==> src/tdns_pkg.sv <==
package tdns_pkg;

  localparam int unsigned HIST_W    = 24;
  localparam int unsigned COEF_W    = 14;
  localparam int unsigned DITH_W    = 17;
  localparam int unsigned DRAW_W    = 16;
  localparam int unsigned FB_W      = 32;
  localparam int unsigned LCG_W     = 32;
  localparam int unsigned ORDER_W   = 4;
  localparam int unsigned CFG_IDX_W = 2;
  localparam int unsigned CFG_DAT_W = 32;

  localparam logic [LCG_W-1:0] LCG_MUL = 32'd1664525;
  localparam logic [LCG_W-1:0] LCG_INC = 32'd1013904223;

  localparam logic signed [HIST_W-1:0] ERR_CLAMP_HI = 24'sd65536;
  localparam logic signed [HIST_W-1:0] ERR_CLAMP_LO = -24'sd65536;

  typedef enum logic [CFG_IDX_W-1:0] {
    CFG_DITHER_KIND   = 2'd0,
    CFG_SHAPING_ORDER = 2'd1,
    CFG_NOISE_SEED    = 2'd2
  } cfg_reg_e;

  typedef enum logic [1:0] {
    DK_NONE   = 2'd0,
    DK_RECT   = 2'd1,
    DK_TRI    = 2'd2,
    DK_HP_TRI = 2'd3
  } dither_kind_e;

  typedef struct packed {
    logic clear;
    logic push;
    logic rotate;
    logic coef_clr;
    logic coef_step;
  } cell_ctrl_t;

  typedef struct packed {
    logic load;
    logic restart;
    logic draw1;
    logic draw2;
  } dith_ctrl_t;

endpackage

==> src/tpdf_dither_noise_shaper.sv <==
// Channel  Direction  Handshake                  Word
// in       sink       in_valid_i / in_stall_o    restart, has_error, quant_error, was_clipped
// out      source     out_valid_o / out_stall_i  dither_value, shaping_feedback
// cfg      sink       cfg_valid_i / cfg_ready_o  cfg_index_i, cfg_data_i
// A word is accepted, then taken through a multiply-accumulate pass that rotates the
// history cells past one multiplier, and then loaded into the output register. After a
// write to the shaping order, the next word first builds the binomial taps in the cells.
// Reset clears the history, taps, generator, shaping order, seed and output valid, and
// sets the dither kind to triangular.
// A new word is taken while a finished word waits; a stalled output holds the block
// at the end of its next word.
module tpdf_dither_noise_shaper #(
  parameter int unsigned MAX_ORDER = 8
) (
  input  logic                                     clk_i,
  input  logic                                     rst_ni,
  input  logic                                     in_valid_i,
  output logic                                     in_stall_o,
  input  logic                                     restart_i,
  input  logic                                     has_error_i,
  input  logic signed [tdns_pkg::HIST_W-1:0]       quant_error_i,
  input  logic                                     was_clipped_i,
  output logic                                     out_valid_o,
  input  logic                                     out_stall_i,
  output logic signed [tdns_pkg::DITH_W-1:0]       dither_value_o,
  output logic signed [tdns_pkg::FB_W-1:0]         shaping_feedback_o,
  input  logic                                     cfg_valid_i,
  output logic                                     cfg_ready_o,
  input  logic        [tdns_pkg::CFG_IDX_W-1:0]    cfg_index_i,
  input  logic        [tdns_pkg::CFG_DAT_W-1:0]    cfg_data_i
);

  localparam int unsigned N_W    = $clog2(MAX_ORDER + 1);
  localparam int unsigned OW     = (N_W > tdns_pkg::ORDER_W) ? N_W : tdns_pkg::ORDER_W;
  localparam int unsigned PROD_W = tdns_pkg::HIST_W + tdns_pkg::COEF_W + 1;
  localparam int unsigned ACC_W  = PROD_W + N_W;
  localparam int unsigned HW     = tdns_pkg::HIST_W;
  localparam int unsigned CW     = tdns_pkg::COEF_W;

  typedef enum logic [3:0] {
    ST_IDLE = 4'b0001,
    ST_COEF = 4'b0010,
    ST_MAC  = 4'b0100,
    ST_FIN  = 4'b1000
  } state_e;

  state_e                          state_q, state_d;
  logic [N_W-1:0]                  cnt_q, cnt_d;
  logic                            dirty_q, dirty_d;
  tdns_pkg::dither_kind_e          kind_q;
  logic [tdns_pkg::ORDER_W-1:0]    order_q;
  logic [tdns_pkg::LCG_W-1:0]      seed_q;
  logic [OW-1:0]                   order_x;
  logic [N_W-1:0]                  n_act;

  logic                            accept, out_load;
  tdns_pkg::cell_ctrl_t            cctl;
  tdns_pkg::dith_ctrl_t            dctl;
  logic signed [HW-1:0]            err_clamped;

  logic signed [HW-1:0]            h_w     [MAX_ORDER];
  logic signed [HW-1:0]            h_left  [MAX_ORDER];
  logic signed [HW-1:0]            h_right [MAX_ORDER];
  logic        [CW-1:0]            c_w     [MAX_ORDER];
  logic        [CW-1:0]            c_left  [MAX_ORDER];
  logic        [CW-1:0]            c_right [MAX_ORDER];

  logic signed [CW:0]              c_pos, c_sgn;
  logic signed [PROD_W-1:0]        prod_q, prod_d;
  logic signed [ACC_W-1:0]         acc_q, acc_d;
  logic signed [tdns_pkg::FB_W-1:0] fb_sat;
  logic signed [tdns_pkg::DITH_W-1:0] dith_w;
  logic                            out_valid_q;
  logic signed [tdns_pkg::DITH_W-1:0] dith_out_q;
  logic signed [tdns_pkg::FB_W-1:0]   fb_out_q;

  assign cfg_ready_o = 1'b1;

  always_ff @(posedge clk_i or negedge rst_ni) begin
    if (!rst_ni) begin
      kind_q  <= tdns_pkg::DK_TRI;
      order_q <= '0;
      seed_q  <= '0;
    end else if (cfg_valid_i) begin
      case (cfg_index_i)
        tdns_pkg::CFG_DITHER_KIND: begin
          kind_q <= tdns_pkg::dither_kind_e'(cfg_data_i[1:0]);
        end
        tdns_pkg::CFG_SHAPING_ORDER: begin
          order_q <= cfg_data_i[tdns_pkg::ORDER_W-1:0];
        end
        tdns_pkg::CFG_NOISE_SEED: begin
          seed_q <= cfg_data_i[tdns_pkg::LCG_W-1:0];
        end
        default: begin
        end
      endcase
    end
  end

  assign order_x = OW'(order_q);
  assign n_act   = (order_x > OW'(MAX_ORDER)) ? N_W'(MAX_ORDER) : N_W'(order_x);

  assign in_stall_o = (state_q != ST_IDLE);
  assign accept     = in_valid_i && (state_q == ST_IDLE);
  assign out_load   = (state_q == ST_FIN) && (!out_valid_q || !out_stall_i);

  always_comb begin
    err_clamped = quant_error_i;
    if (was_clipped_i) begin
      if (quant_error_i > tdns_pkg::ERR_CLAMP_HI) begin
        err_clamped = tdns_pkg::ERR_CLAMP_HI;
      end else if (quant_error_i < tdns_pkg::ERR_CLAMP_LO) begin
        err_clamped = tdns_pkg::ERR_CLAMP_LO;
      end
    end
  end

  always_comb begin
    state_d = state_q;
    cnt_d   = cnt_q;
    dirty_d = dirty_q;
    cctl    = '0;
    dctl    = '0;
    if (cfg_valid_i && (cfg_index_i == tdns_pkg::CFG_SHAPING_ORDER)) begin
      dirty_d = 1'b1;
    end
    case (state_q)
      ST_IDLE: begin
        if (accept) begin
          cctl.clear    = restart_i;
          cctl.push     = has_error_i && (n_act != '0);
          cctl.coef_clr = dirty_q;
          dctl.load     = 1'b1;
          dctl.restart  = restart_i;
          cnt_d         = '0;
          state_d       = dirty_q ? ST_COEF : ST_MAC;
        end
      end
      ST_COEF: begin
        if (cnt_q == n_act) begin
          cnt_d   = '0;
          dirty_d = 1'b0;
          state_d = ST_MAC;
        end else begin
          cctl.coef_step = 1'b1;
          cnt_d          = cnt_q + 1'b1;
        end
      end
      ST_MAC: begin
        dctl.draw1 = (cnt_q == '0) && (kind_q != tdns_pkg::DK_NONE);
        dctl.draw2 = (cnt_q == N_W'(1)) && (kind_q == tdns_pkg::DK_TRI);
        if (cnt_q == N_W'(MAX_ORDER)) begin
          state_d = ST_FIN;
        end else begin
          cctl.rotate = 1'b1;
          cnt_d       = cnt_q + 1'b1;
        end
      end
      ST_FIN: begin
        if (out_load) begin
          state_d = ST_IDLE;
        end
      end
      default: begin
        state_d = ST_IDLE;
      end
    endcase
  end

  always_ff @(posedge clk_i or negedge rst_ni) begin
    if (!rst_ni) begin
      state_q <= ST_IDLE;
      cnt_q   <= '0;
      dirty_q <= 1'b0;
    end else begin
      state_q <= state_d;
      cnt_q   <= cnt_d;
      dirty_q <= dirty_d;
    end
  end

  for (genvar g = 0; g < MAX_ORDER; g++) begin : g_cell
    if (g == 0) begin : g_head
      assign h_left[g] = err_clamped;
      assign c_left[g] = CW'(1);
    end else begin : g_body
      assign h_left[g] = cctl.clear ? '0 : h_w[g-1];
      assign c_left[g] = c_w[g-1];
    end
    if (g == MAX_ORDER - 1) begin : g_tail
      assign h_right[g] = h_w[0];
      assign c_right[g] = c_w[0];
    end else begin : g_inner
      assign h_right[g] = h_w[g+1];
      assign c_right[g] = c_w[g+1];
    end

    tdns_cell u_cell (
      .clk_i     (clk_i),
      .rst_ni    (rst_ni),
      .ctrl_i    (cctl),
      .h_left_i  (h_left[g]),
      .h_right_i (h_right[g]),
      .c_left_i  (c_left[g]),
      .c_right_i (c_right[g]),
      .h_o       (h_w[g]),
      .c_o       (c_w[g])
    );
  end

  tdns_dither u_dither (
    .clk_i   (clk_i),
    .rst_ni  (rst_ni),
    .ctrl_i  (dctl),
    .kind_i  (kind_q),
    .seed_i  (seed_q),
    .value_o (dith_w)
  );

  assign c_pos  = $signed({1'b0, c_w[0]});
  assign c_sgn  = cnt_q[0] ? c_pos : -c_pos;
  assign prod_d = h_w[0] * c_sgn;

  always_comb begin
    acc_d = acc_q;
    if (state_q == ST_IDLE) begin
      acc_d = '0;
    end else if ((state_q == ST_MAC) && (cnt_q != '0)) begin
      acc_d = acc_q + {{(ACC_W-PROD_W){prod_q[PROD_W-1]}}, prod_q};
    end
  end

  always_ff @(posedge clk_i) begin
    prod_q <= prod_d;
    acc_q  <= acc_d;
  end

  always_comb begin
    if ((&acc_q[ACC_W-1:tdns_pkg::FB_W-1]) || !(|acc_q[ACC_W-1:tdns_pkg::FB_W-1])) begin
      fb_sat = acc_q[tdns_pkg::FB_W-1:0];
    end else if (acc_q[ACC_W-1]) begin
      fb_sat = {1'b1, {(tdns_pkg::FB_W-1){1'b0}}};
    end else begin
      fb_sat = {1'b0, {(tdns_pkg::FB_W-1){1'b1}}};
    end
  end

  always_ff @(posedge clk_i or negedge rst_ni) begin
    if (!rst_ni) begin
      out_valid_q <= 1'b0;
    end else if (out_load) begin
      out_valid_q <= 1'b1;
    end else if (!out_stall_i) begin
      out_valid_q <= 1'b0;
    end
  end

  always_ff @(posedge clk_i) begin
    if (out_load) begin
      dith_out_q <= dith_w;
      fb_out_q   <= fb_sat;
    end
  end

  assign out_valid_o        = out_valid_q;
  assign dither_value_o     = dith_out_q;
  assign shaping_feedback_o = fb_out_q;

`ifndef SYNTHESIS
  a_rose_from_fin: assert property (@(posedge clk_i) disable iff (!rst_ni)
    $rose(out_valid_o) |-> $past(state_q == ST_FIN))
    else $error("output valid rose without a finished word");

  a_accept_busy: assert property (@(posedge clk_i) disable iff (!rst_ni)
    (in_valid_i && !in_stall_o) |=> (state_q != ST_IDLE))
    else $error("accepted word did not start processing");

  a_mac_count: assert property (@(posedge clk_i) disable iff (!rst_ni)
    (state_q == ST_MAC) |-> (cnt_q <= N_W'(MAX_ORDER)))
    else $error("tap counter ran past the chain length");

  a_fin_delivers: assert property (@(posedge clk_i) disable iff (!rst_ni)
    (state_q == ST_FIN && !out_stall_i) |=> out_valid_o)
    else $error("finished word was not presented");
`endif

endmodule

==> src/tdns_cell.sv <==
module tdns_cell (
  input  logic                                  clk_i,
  input  logic                                  rst_ni,
  input  tdns_pkg::cell_ctrl_t                  ctrl_i,
  input  logic signed [tdns_pkg::HIST_W-1:0]    h_left_i,
  input  logic signed [tdns_pkg::HIST_W-1:0]    h_right_i,
  input  logic        [tdns_pkg::COEF_W-1:0]    c_left_i,
  input  logic        [tdns_pkg::COEF_W-1:0]    c_right_i,
  output logic signed [tdns_pkg::HIST_W-1:0]    h_o,
  output logic        [tdns_pkg::COEF_W-1:0]    c_o
);

  logic signed [tdns_pkg::HIST_W-1:0] h_q, h_d;
  logic        [tdns_pkg::COEF_W-1:0] c_q, c_d;

  always_comb begin
    h_d = h_q;
    if (ctrl_i.push) begin
      h_d = h_left_i;
    end else if (ctrl_i.clear) begin
      h_d = '0;
    end else if (ctrl_i.rotate) begin
      h_d = h_right_i;
    end
  end

  always_comb begin
    c_d = c_q;
    if (ctrl_i.coef_clr) begin
      c_d = '0;
    end else if (ctrl_i.coef_step) begin
      c_d = c_q + c_left_i;
    end else if (ctrl_i.rotate) begin
      c_d = c_right_i;
    end
  end

  always_ff @(posedge clk_i or negedge rst_ni) begin
    if (!rst_ni) begin
      h_q <= '0;
      c_q <= '0;
    end else begin
      h_q <= h_d;
      c_q <= c_d;
    end
  end

  assign h_o = h_q;
  assign c_o = c_q;

endmodule

==> src/tdns_dither.sv <==
module tdns_dither (
  input  logic                                  clk_i,
  input  logic                                  rst_ni,
  input  tdns_pkg::dith_ctrl_t                  ctrl_i,
  input  tdns_pkg::dither_kind_e                kind_i,
  input  logic        [tdns_pkg::LCG_W-1:0]     seed_i,
  output logic signed [tdns_pkg::DITH_W-1:0]    value_o
);

  logic        [tdns_pkg::LCG_W-1:0]  lcg_q, lcg_d, lcg_step;
  logic signed [tdns_pkg::DRAW_W-1:0] last_q, last_d, draw;
  logic signed [tdns_pkg::DITH_W-1:0] val_q, val_d, draw_x, last_x;

  assign lcg_step = lcg_q * tdns_pkg::LCG_MUL + tdns_pkg::LCG_INC;
  assign draw     = $signed({~lcg_step[tdns_pkg::LCG_W-1],
                             lcg_step[tdns_pkg::LCG_W-2:tdns_pkg::LCG_W-tdns_pkg::DRAW_W]});
  assign draw_x   = {draw[tdns_pkg::DRAW_W-1], draw};
  assign last_x   = {last_q[tdns_pkg::DRAW_W-1], last_q};

  always_comb begin
    lcg_d  = lcg_q;
    last_d = last_q;
    val_d  = val_q;
    if (ctrl_i.load) begin
      val_d = '0;
      if (ctrl_i.restart) begin
        lcg_d  = seed_i;
        last_d = '0;
      end
    end else if (ctrl_i.draw1) begin
      lcg_d = lcg_step;
      if (kind_i == tdns_pkg::DK_HP_TRI) begin
        val_d  = draw_x - last_x;
        last_d = draw;
      end else begin
        val_d = draw_x;
      end
    end else if (ctrl_i.draw2) begin
      lcg_d = lcg_step;
      val_d = val_q + draw_x;
    end
  end

  always_ff @(posedge clk_i or negedge rst_ni) begin
    if (!rst_ni) begin
      lcg_q  <= '0;
      last_q <= '0;
    end else begin
      lcg_q  <= lcg_d;
      last_q <= last_d;
    end
  end

  always_ff @(posedge clk_i) begin
    val_q <= val_d;
  end

  assign value_o = val_q;

endmodule
==> config.mk <==
export PLATFORM = sky130hd
export DESIGN_NAME = tpdf_dither_noise_shaper
export DESIGN_NICKNAME = d
export VERILOG_FILES = /design/src/tdns_pkg.sv /design/src/tpdf_dither_noise_shaper.sv /design/src/tdns_cell.sv /design/src/tdns_dither.sv
export SDC_FILE = /design/constraint.sdc
export NUM_CORES = 2
export LEC_CHECK = 0
export ABC_CLOCK_PERIOD_IN_PS = 10100
export BUFFER_PORTS_ARGS = -buffer_cell sky130_fd_sc_hd__buf_2
export CAP_MARGIN = 20
export CORE_ASPECT_RATIO = 1.2
export CORE_UTILIZATION = 35
export DETAILED_ROUTE_END_ITERATION = 16
export PLACE_DENSITY_LB_ADDON = 0.2
export SETUP_SLACK_MARGIN = 0.4
export SKIP_CTS_REPAIR_TIMING = 1
export SYNTH_ARGS = -nofsm -noshare
export SYNTH_HDL_FRONTEND = slang
export SYNTH_SLANG_ARGS = --single-unit
==> constraint.sdc <==
create_clock -name clk_i -period 10.1 [get_ports clk_i]
set_input_delay 0.505 -clock clk_i [delete_from_list [all_inputs] [get_ports clk_i]]
set_output_delay 0.505 -clock clk_i [all_outputs]
set_load 0.03 [all_outputs]
## Yosys cells after proc, flatten, opt, wreduce, memory -nomap -nowiden

Cells that the tools add are included.

| word-level totals | value |
|---|---|
| flip-flop bits (word level) | 548 |
| output and inout port bits | 52 |
| input port bits | 66 |

| cells by class | value |
|---|---|
| $add $sub $neg | 14 |
| bitwise logic cells | 1 |
| order comparisons | 3 |
| $mul | 2 |
| reduce and logical (&&, ||, !) cells | 33 |
| muxes and demuxes | 99 |
| equality and inequality tests | 19 |

Operators by type and width:

| cell | count |
|---|---|
| 24-bit two-way mux | 34 |
| 14-bit two-way mux | 24 |
| 32-bit two-way mux | 6 |
| 14-bit adder | 7 |
| 16-bit two-way mux | 4 |
| 17-bit two-way mux | 3 |
| 43-bit adder | 1 |
| 24-bit by 15-bit multiplier with 39-bit output | 1 |
| 32-bit by 30-bit adder with 32-bit output, second input constant | 1 |
| 32-bit by 21-bit multiplier with 32-bit output, second input constant | 1 |
| 4-bit two-way mux | 8 |
| 24-bit by 18-bit greater-than comparator with 1-bit output, second input constant | 1 |
| 24-bit by 17-bit less-than comparator with 1-bit output, second input constant | 1 |
| 17-bit by 16-bit adder with 17-bit output | 1 |
| 16-bit by 16-bit subtractor with 17-bit output | 1 |
| 4-bit one-hot mux with 4 select lines | 1 |
| 15-bit two-way mux | 1 |
| 14-bit negation with 15-bit output | 1 |
| 14-bit by 1-bit adder with 14-bit output, second input constant | 1 |
| 2-bit inequality test, second input constant | 6 |
| 4-bit one-hot mux with 3 select lines | 1 |
| 12-bit AND reduction | 1 |
| 3-bit nonzero test | 4 |
| 12-bit OR reduction | 1 |
| 25 further kinds | 60 |

## Logic depth before layout (Yosys ltp)

| depth | value |
|---|---|
| depth after elaboration | 8 |
| depth in mapped cells | 37 |
| gate-level depth less buffers | 37 |

## Hierarchy

A second synthesis with hierarchy kept.

| unflattened totals | value |
|---|---|
| cell total of the unflattened synthesis | 5907 |
| area total of the unflattened synthesis | 54051.8 µm² |

Modules (own cells, without submodules):

| module | cells each | area each (µm²) | times used |
|---|---|---|---|
| tpdf_dither_noise_shaper | 2550 | 22798.1 | 1 |
| tdns_cell (g_cell[0].u_cell ...) | 258 | 2453.6 | 7 |
| tdns_dither | 1289 | 11578.6 | 1 |
| tdns_cell (g_cell[1].u_cell) | 262 | 2499.9 | 1 |

## Worst setup path before layout

No wires, ideal clock.

| timing | value |
|---|---|
| path kind | reg-to-reg |
| from | reg g_cell[0].u_cell.c_q (netlist bit g_cell[0].u_cell.c_o[2]) |
| to | reg prod_q[38] |
| path slack | 2.436 ns |
| arrival time | 7.592 ns |
| required time | 10.028 ns |
| setup time | 0.072 ns |
| cell stages (with the launch flop) | 32 |
| cell sequence | dfrtp_1 -> clkbuf_1 -> nor2_1 -> nor4b_1 -> a21oi_1 -> xor2_1 -> clkbuf_1 -> nand2_1 -> fa_1 -> inv_1 -> fa_1 -> inv_1 -> fa_1 -> inv_1 -> fa_1 -> inv_1 -> fa_1 -> fa_1 -> inv_1 -> ha_1 -> and3_1 -> o211ai_2 -> a21oi_2 -> o41ai_2 -> o21ai_2 -> a311oi_4 -> nor2_2 -> nor4_2 -> nor3_1 -> a211o_1 -> a21oi_2 -> xnor2_1 |

| on the way | value |
|---|---|
| cells in the longest elaborated chain, start to end | 3 |

Ends and longest elaborated chain:

| element | line | source |
|---|---|---|
| from (decl) | tdns_cell.sv:14 | `logic [tdns_pkg::COEF_W-1:0] c_q, c_d;` |
| from (signal assigned) | tdns_cell.sv:41 | `c_q <= '0;` |
| from (signal assigned) | tdns_cell.sv:44 | `c_q <= c_d;` |
| 14-bit negation with 15-bit output | tpdf_dither_noise_shaper.sv:222 | `assign c_sgn = cnt_q[0] ? c_pos : -c_pos;` |
| 15-bit two-way mux (*) | tpdf_dither_noise_shaper.sv:222 |  |
| 24-bit by 15-bit multiplier with 39-bit output (*) | tpdf_dither_noise_shaper.sv:223 | `assign prod_d = h_w[0] * c_sgn;` |
| via prod_d[38] | tpdf_dither_noise_shaper.sv:69 | `logic signed [PROD_W-1:0] prod_q, prod_d;` |
| to (signal assigned) | tpdf_dither_noise_shaper.sv:235 | `prod_q <= prod_d;` |
| to (decl) | tpdf_dither_noise_shaper.sv:69 |  |

The timed path passes the listed nets; every way through them passes the cells marked *.
A chain may end at the register's enable or synchronous reset.

## Final worst setup path

| timing | value |
|---|---|
| from | reg u_dither.lcg_q[1] in the netlist's numbering |
| to | reg u_dither.val_q (netlist bit u_dither.value_o[15]) |

| on the way | value |
|---|---|
| cells in the longest elaborated chain, start to end | 6 |

Ends and longest elaborated chain:

| element | line | source |
|---|---|---|
| from (decl) | tdns_dither.sv:10 | `logic [tdns_pkg::LCG_W-1:0] lcg_q, lcg_d, lcg_step;` |
| from (signal assigned) | tdns_dither.sv:49 | `lcg_q <= lcg_d;` |
| 32-bit by 21-bit multiplier with 32-bit output (*) | tdns_dither.sv:14 | `assign lcg_step = lcg_q * tdns_pkg::LCG_MUL + tdns_pkg::LCG_INC;` |
| 32-bit by 30-bit adder with 32-bit output (*) | tdns_dither.sv:14 |  |
| 1-bit inverter | tdns_dither.sv:15 | `assign draw = $signed({~lcg_step[tdns_pkg::LCG_W-1],` |
| 17-bit by 16-bit adder with 17-bit output / 16-bit by 16-bit subtractor with 17-bit output (equally long branches) | tdns_dither.sv:40, tdns_dither.sv:33 |  |
| 17-bit two-way mux (on tied branches) | tdns_dither.sv:38, tdns_dither.sv:32 |  |
| 17-bit two-way mux (*) | tdns_dither.sv:30 | `end else if (ctrl_i.draw1) begin` |
| to (signal assigned) | tdns_dither.sv:55 | `val_q <= val_d;` |
| to (decl) | tdns_dither.sv:12 | `logic signed [tdns_pkg::DITH_W-1:0] val_q, val_d, draw_x, last_x;` |

Every way passes the cells marked *; elsewhere a longest branch is shown, timed or not. The select of a mux whose other input is x is not followed.

==> flow_metrics.tcl <==
set metrics [dict create \
    status "complete, no violations" \
    fin_crit_ns 8.71 \
    syn_inst 5439 \
    grt_pass1_vias 39800 \
    synth_top_cell_area_share 0.202 \
    dp_hpwl_mm 100 \
    cp_slowest_cell "dfrtp_1" \
    dieWidth_microns 345 \
    hold_class "in2reg" \
    dp.cells 7169 \
    finalSetupViolCount 0 \
    yosysWarnings 0 \
    drt_wl_total_mm 135 \
    antenna_found_initial 2 \
    gp_congestion 0.884 \
    drt-pass1-iter-count 6 \
    worst_setup_path_end_kind "flip-flop" \
    crit_required_ns 10.68 \
    ys.flop_type "dfrtp_1" \
    synth_mux_area_frac 0.0110 \
    ys_types 91 \
    port_buffers 116 \
    tightest_slew_ns 1.12 \
    rsz0062_at_grt "no" \
    fp.coreArea_sq_um 140000 \
    vias 37900 \
    cts-root-buf "clkbuf_16" \
    synth_top_family_by_area "adder cells" \
    hold_viol_final 0 \
    grt_usage 0.195 \
    synth_nets 6421 \
    crit_type "reg2reg" \
    clkTransAtPathRegs_ns 0.06 \
    num_io_pins 118 \
    synthSimpleGateAreaFrac 0.141 \
    grt_max_degree 106 \
    grt_pass1_wl_mm 220 \
    synth_area_sq_um 49300 \
    multi_input_area_sq_um 32300 \
    drt_iter0_drc 2121 \
    final_core_util 0.389 \
    vias_per_cell 5.19 \
    fill_cells 14100 \
    drv_slew 0 \
    avgSynthCellArea_sq_um 9.07 \
    worstPathMaxFanout 11 \
    rows 150 \
    synth_edf_count 49 \
    postRouteAntennaNets 0 \
    cts_tree "yes" \
    synth_compound_area_frac 0.152 \
    synth_seq_cells 548 \
    cpMostUsedCell "fa_1" \
    clkLatencyLatePin_ns 0.69 \
    fin_skew_ns 0.0473 \
    routedWlPerCell_microns 18.5 \
    start_kind "flip-flop" \
    drive_above_1_share 0.0773 \
    final_cells 7300 \
    fmax_mhz 115 \
    clk_path_buf_depth 3 \
    start_util 0.353 \
    setup_tns_ns 0 \
    area_delta_synth_final_pct 10.2 \
    synthArstFlopShare 0.730 \
    synth_xor_area_frac 0.0415 \
    cts.sinks 548 \
    yosysTopAreaCell "dfrtp_1" \
    synthAdderAreaFrac 0.306 \
    cts_buffers 71 \
    regArea_sq_um 13500 \
    yosysSeqAreaShare 0.273 \
    dieArea_sq_um 142000 \
    die_h_microns 413 \
    nets 6402 \
    critPathMaxStageDelay_ns 0.59 \
    htreeDepth 3 \
    arrival_ns 9.29 \
    period_share 0.863 \
    synthTopCellsByArea "dfrtp_1 (20%), fa_1 (20%), ha_1 (11%)" \
    grt_overflow 0 \
    slew_headroom 0.254 \
    drc_errors 0 \
    drv_cap 0 \
]
cells in the mapped netlist (11+ instances only):
cell,number
nand2_1,786
inv_1,698
fa_1,486
ha_1,430
dfrtp_1,398
nor2_1,340
a21oi_1,306
clkbuf_1,253
o21ai_0,238
xnor2_1,146
a22oi_1,122
a311oi_1,120
dfxtp_1,99
xor2_1,86
and2_1,83
nand3_1,79
a21o_1,77
nor2b_1,69
nor3_1,57
edfxtp_1,49
mux2_2,42
and3_1,41
a211oi_1,34
nand2b_1,33
a31oi_1,32
a221o_1,25
or3_1,24
buf_1,23
o21a_1,23
o21bai_1,21
or2_2,17
nand4_1,15
o31ai_1,15
nor4_1,11
cell type report:
type                       instances  share of cell area
clock inverter                    25             0.00631
multi-input combinational       3908               0.595
timing repair buffer             193              0.0218
sequential                       548               0.248
antenna                            1           0.0000461
clock buffer                     103              0.0385
tap                             1824              0.0420
inverter                         698              0.0482
worst max-delay path: cells and delay by family (launching register included):
kind | cells | cell delay [ns]
xor+xnor | 4 | 1.25
buf+inv | 4 | 0.39
simple gates | 6 | 1.10
fa+ha+maj | 9 | 3.69
compound gates | 9 | 1.56
flops | 1 | 0.59
per-layer routing:
layer	track usage	share of wire
met1	0.242	0.43
met2	0.351	0.51
met3	0.0212	0.033
met4	0.0578	0.025
met5	0	0
cells by family after synthesis:
logic type | count (synthesis)
and+or+nand+nor | 1581
AOI/OAI and AO/OA | 1128
muxes | 49
DFF | 548
xor gates and xnor gates | 233
adders and majority gates | 916
buffers and inverters | 983
other | 1
registers in the layout (all words and copies together) (netlist names), 32 cells and up:
signal	count
seed_q	32
u_dither.lcg_q	32
prod_q	39
acc_q	43
g_cell.u_cell.c_o	112
g_cell.u_cell.h_o	192
shaping_feedback_o	32
final timing paths:
kind | startpoint | end | slack [ns] | cells past startpoint
max reg2reg | u_dither.lcg_q[1] | u_dither.value_o[15] | 1.39 | 32
max in group asynchronous | rst_ni | g_cell[7].u_cell.h_o[19] | 7.37 | 4
min reg2reg | u_dither.value_o[16] | dither_value_o[16] | 0.47 | 0
min | cfg_data_i[17] | seed_q[17] | 0.05 | 2
max | u_dither.lcg_q[1] | u_dither.value_o[15] | 1.39 | 32
min in group asynchronous | rst_ni | g_cell[6].u_cell.h_o[7] | 0.48 | 2
per-stage QoR:
| stage | worst slack [ns] | instance area, sq um | hold slack, ns |
|---|---|---|---|
| global route | 0.719 | 54300 | 0.0216 |
| finish | 1.39 | 54300 | 0.0487 |
| detailed placement | 1.39 | 51900 | 0.455 |
| global placement | 1.52 | 51900 | 0.454 |
| floorplan | 2.44 | 49300 | 0.209 |
| CTS | 1.36 | 54300 | -0.103 |
cell usage in the layout (no fill, tap or decap), types with 15 or more instances in the layout:
cell	count
nand4_1	15
nand3_1	77
nand2_1	785
clkbuf_1	15
a211oi_1	34
o31ai_1	15
buf_2	115
a221o_1	25
a21o_1	77
and2_1	83
nor3_1	55
dfxtp_1	99
o21bai_1	21
clkbuf_16	73
a31oi_1	32
clkbuf_8	15
or3_1	24
a21oi_1	302
ha_1	430
o21ai_0	238
a311oi_1	120
fa_1	486
inv_1	698
mux2_2	42
edfxtp_1	49
buf_4	75
o21a_1	23
or2_2	17
a22oi_1	122
nand2b_1	33
nor2b_1	69
dfrtp_1	398
xor2_1	78
xnor2_1	142
nor2_1	337
and3_1	39
Power is not shown: default switching activity piles up to over one toggle a cycle in this logic, so the estimate is an artifact.
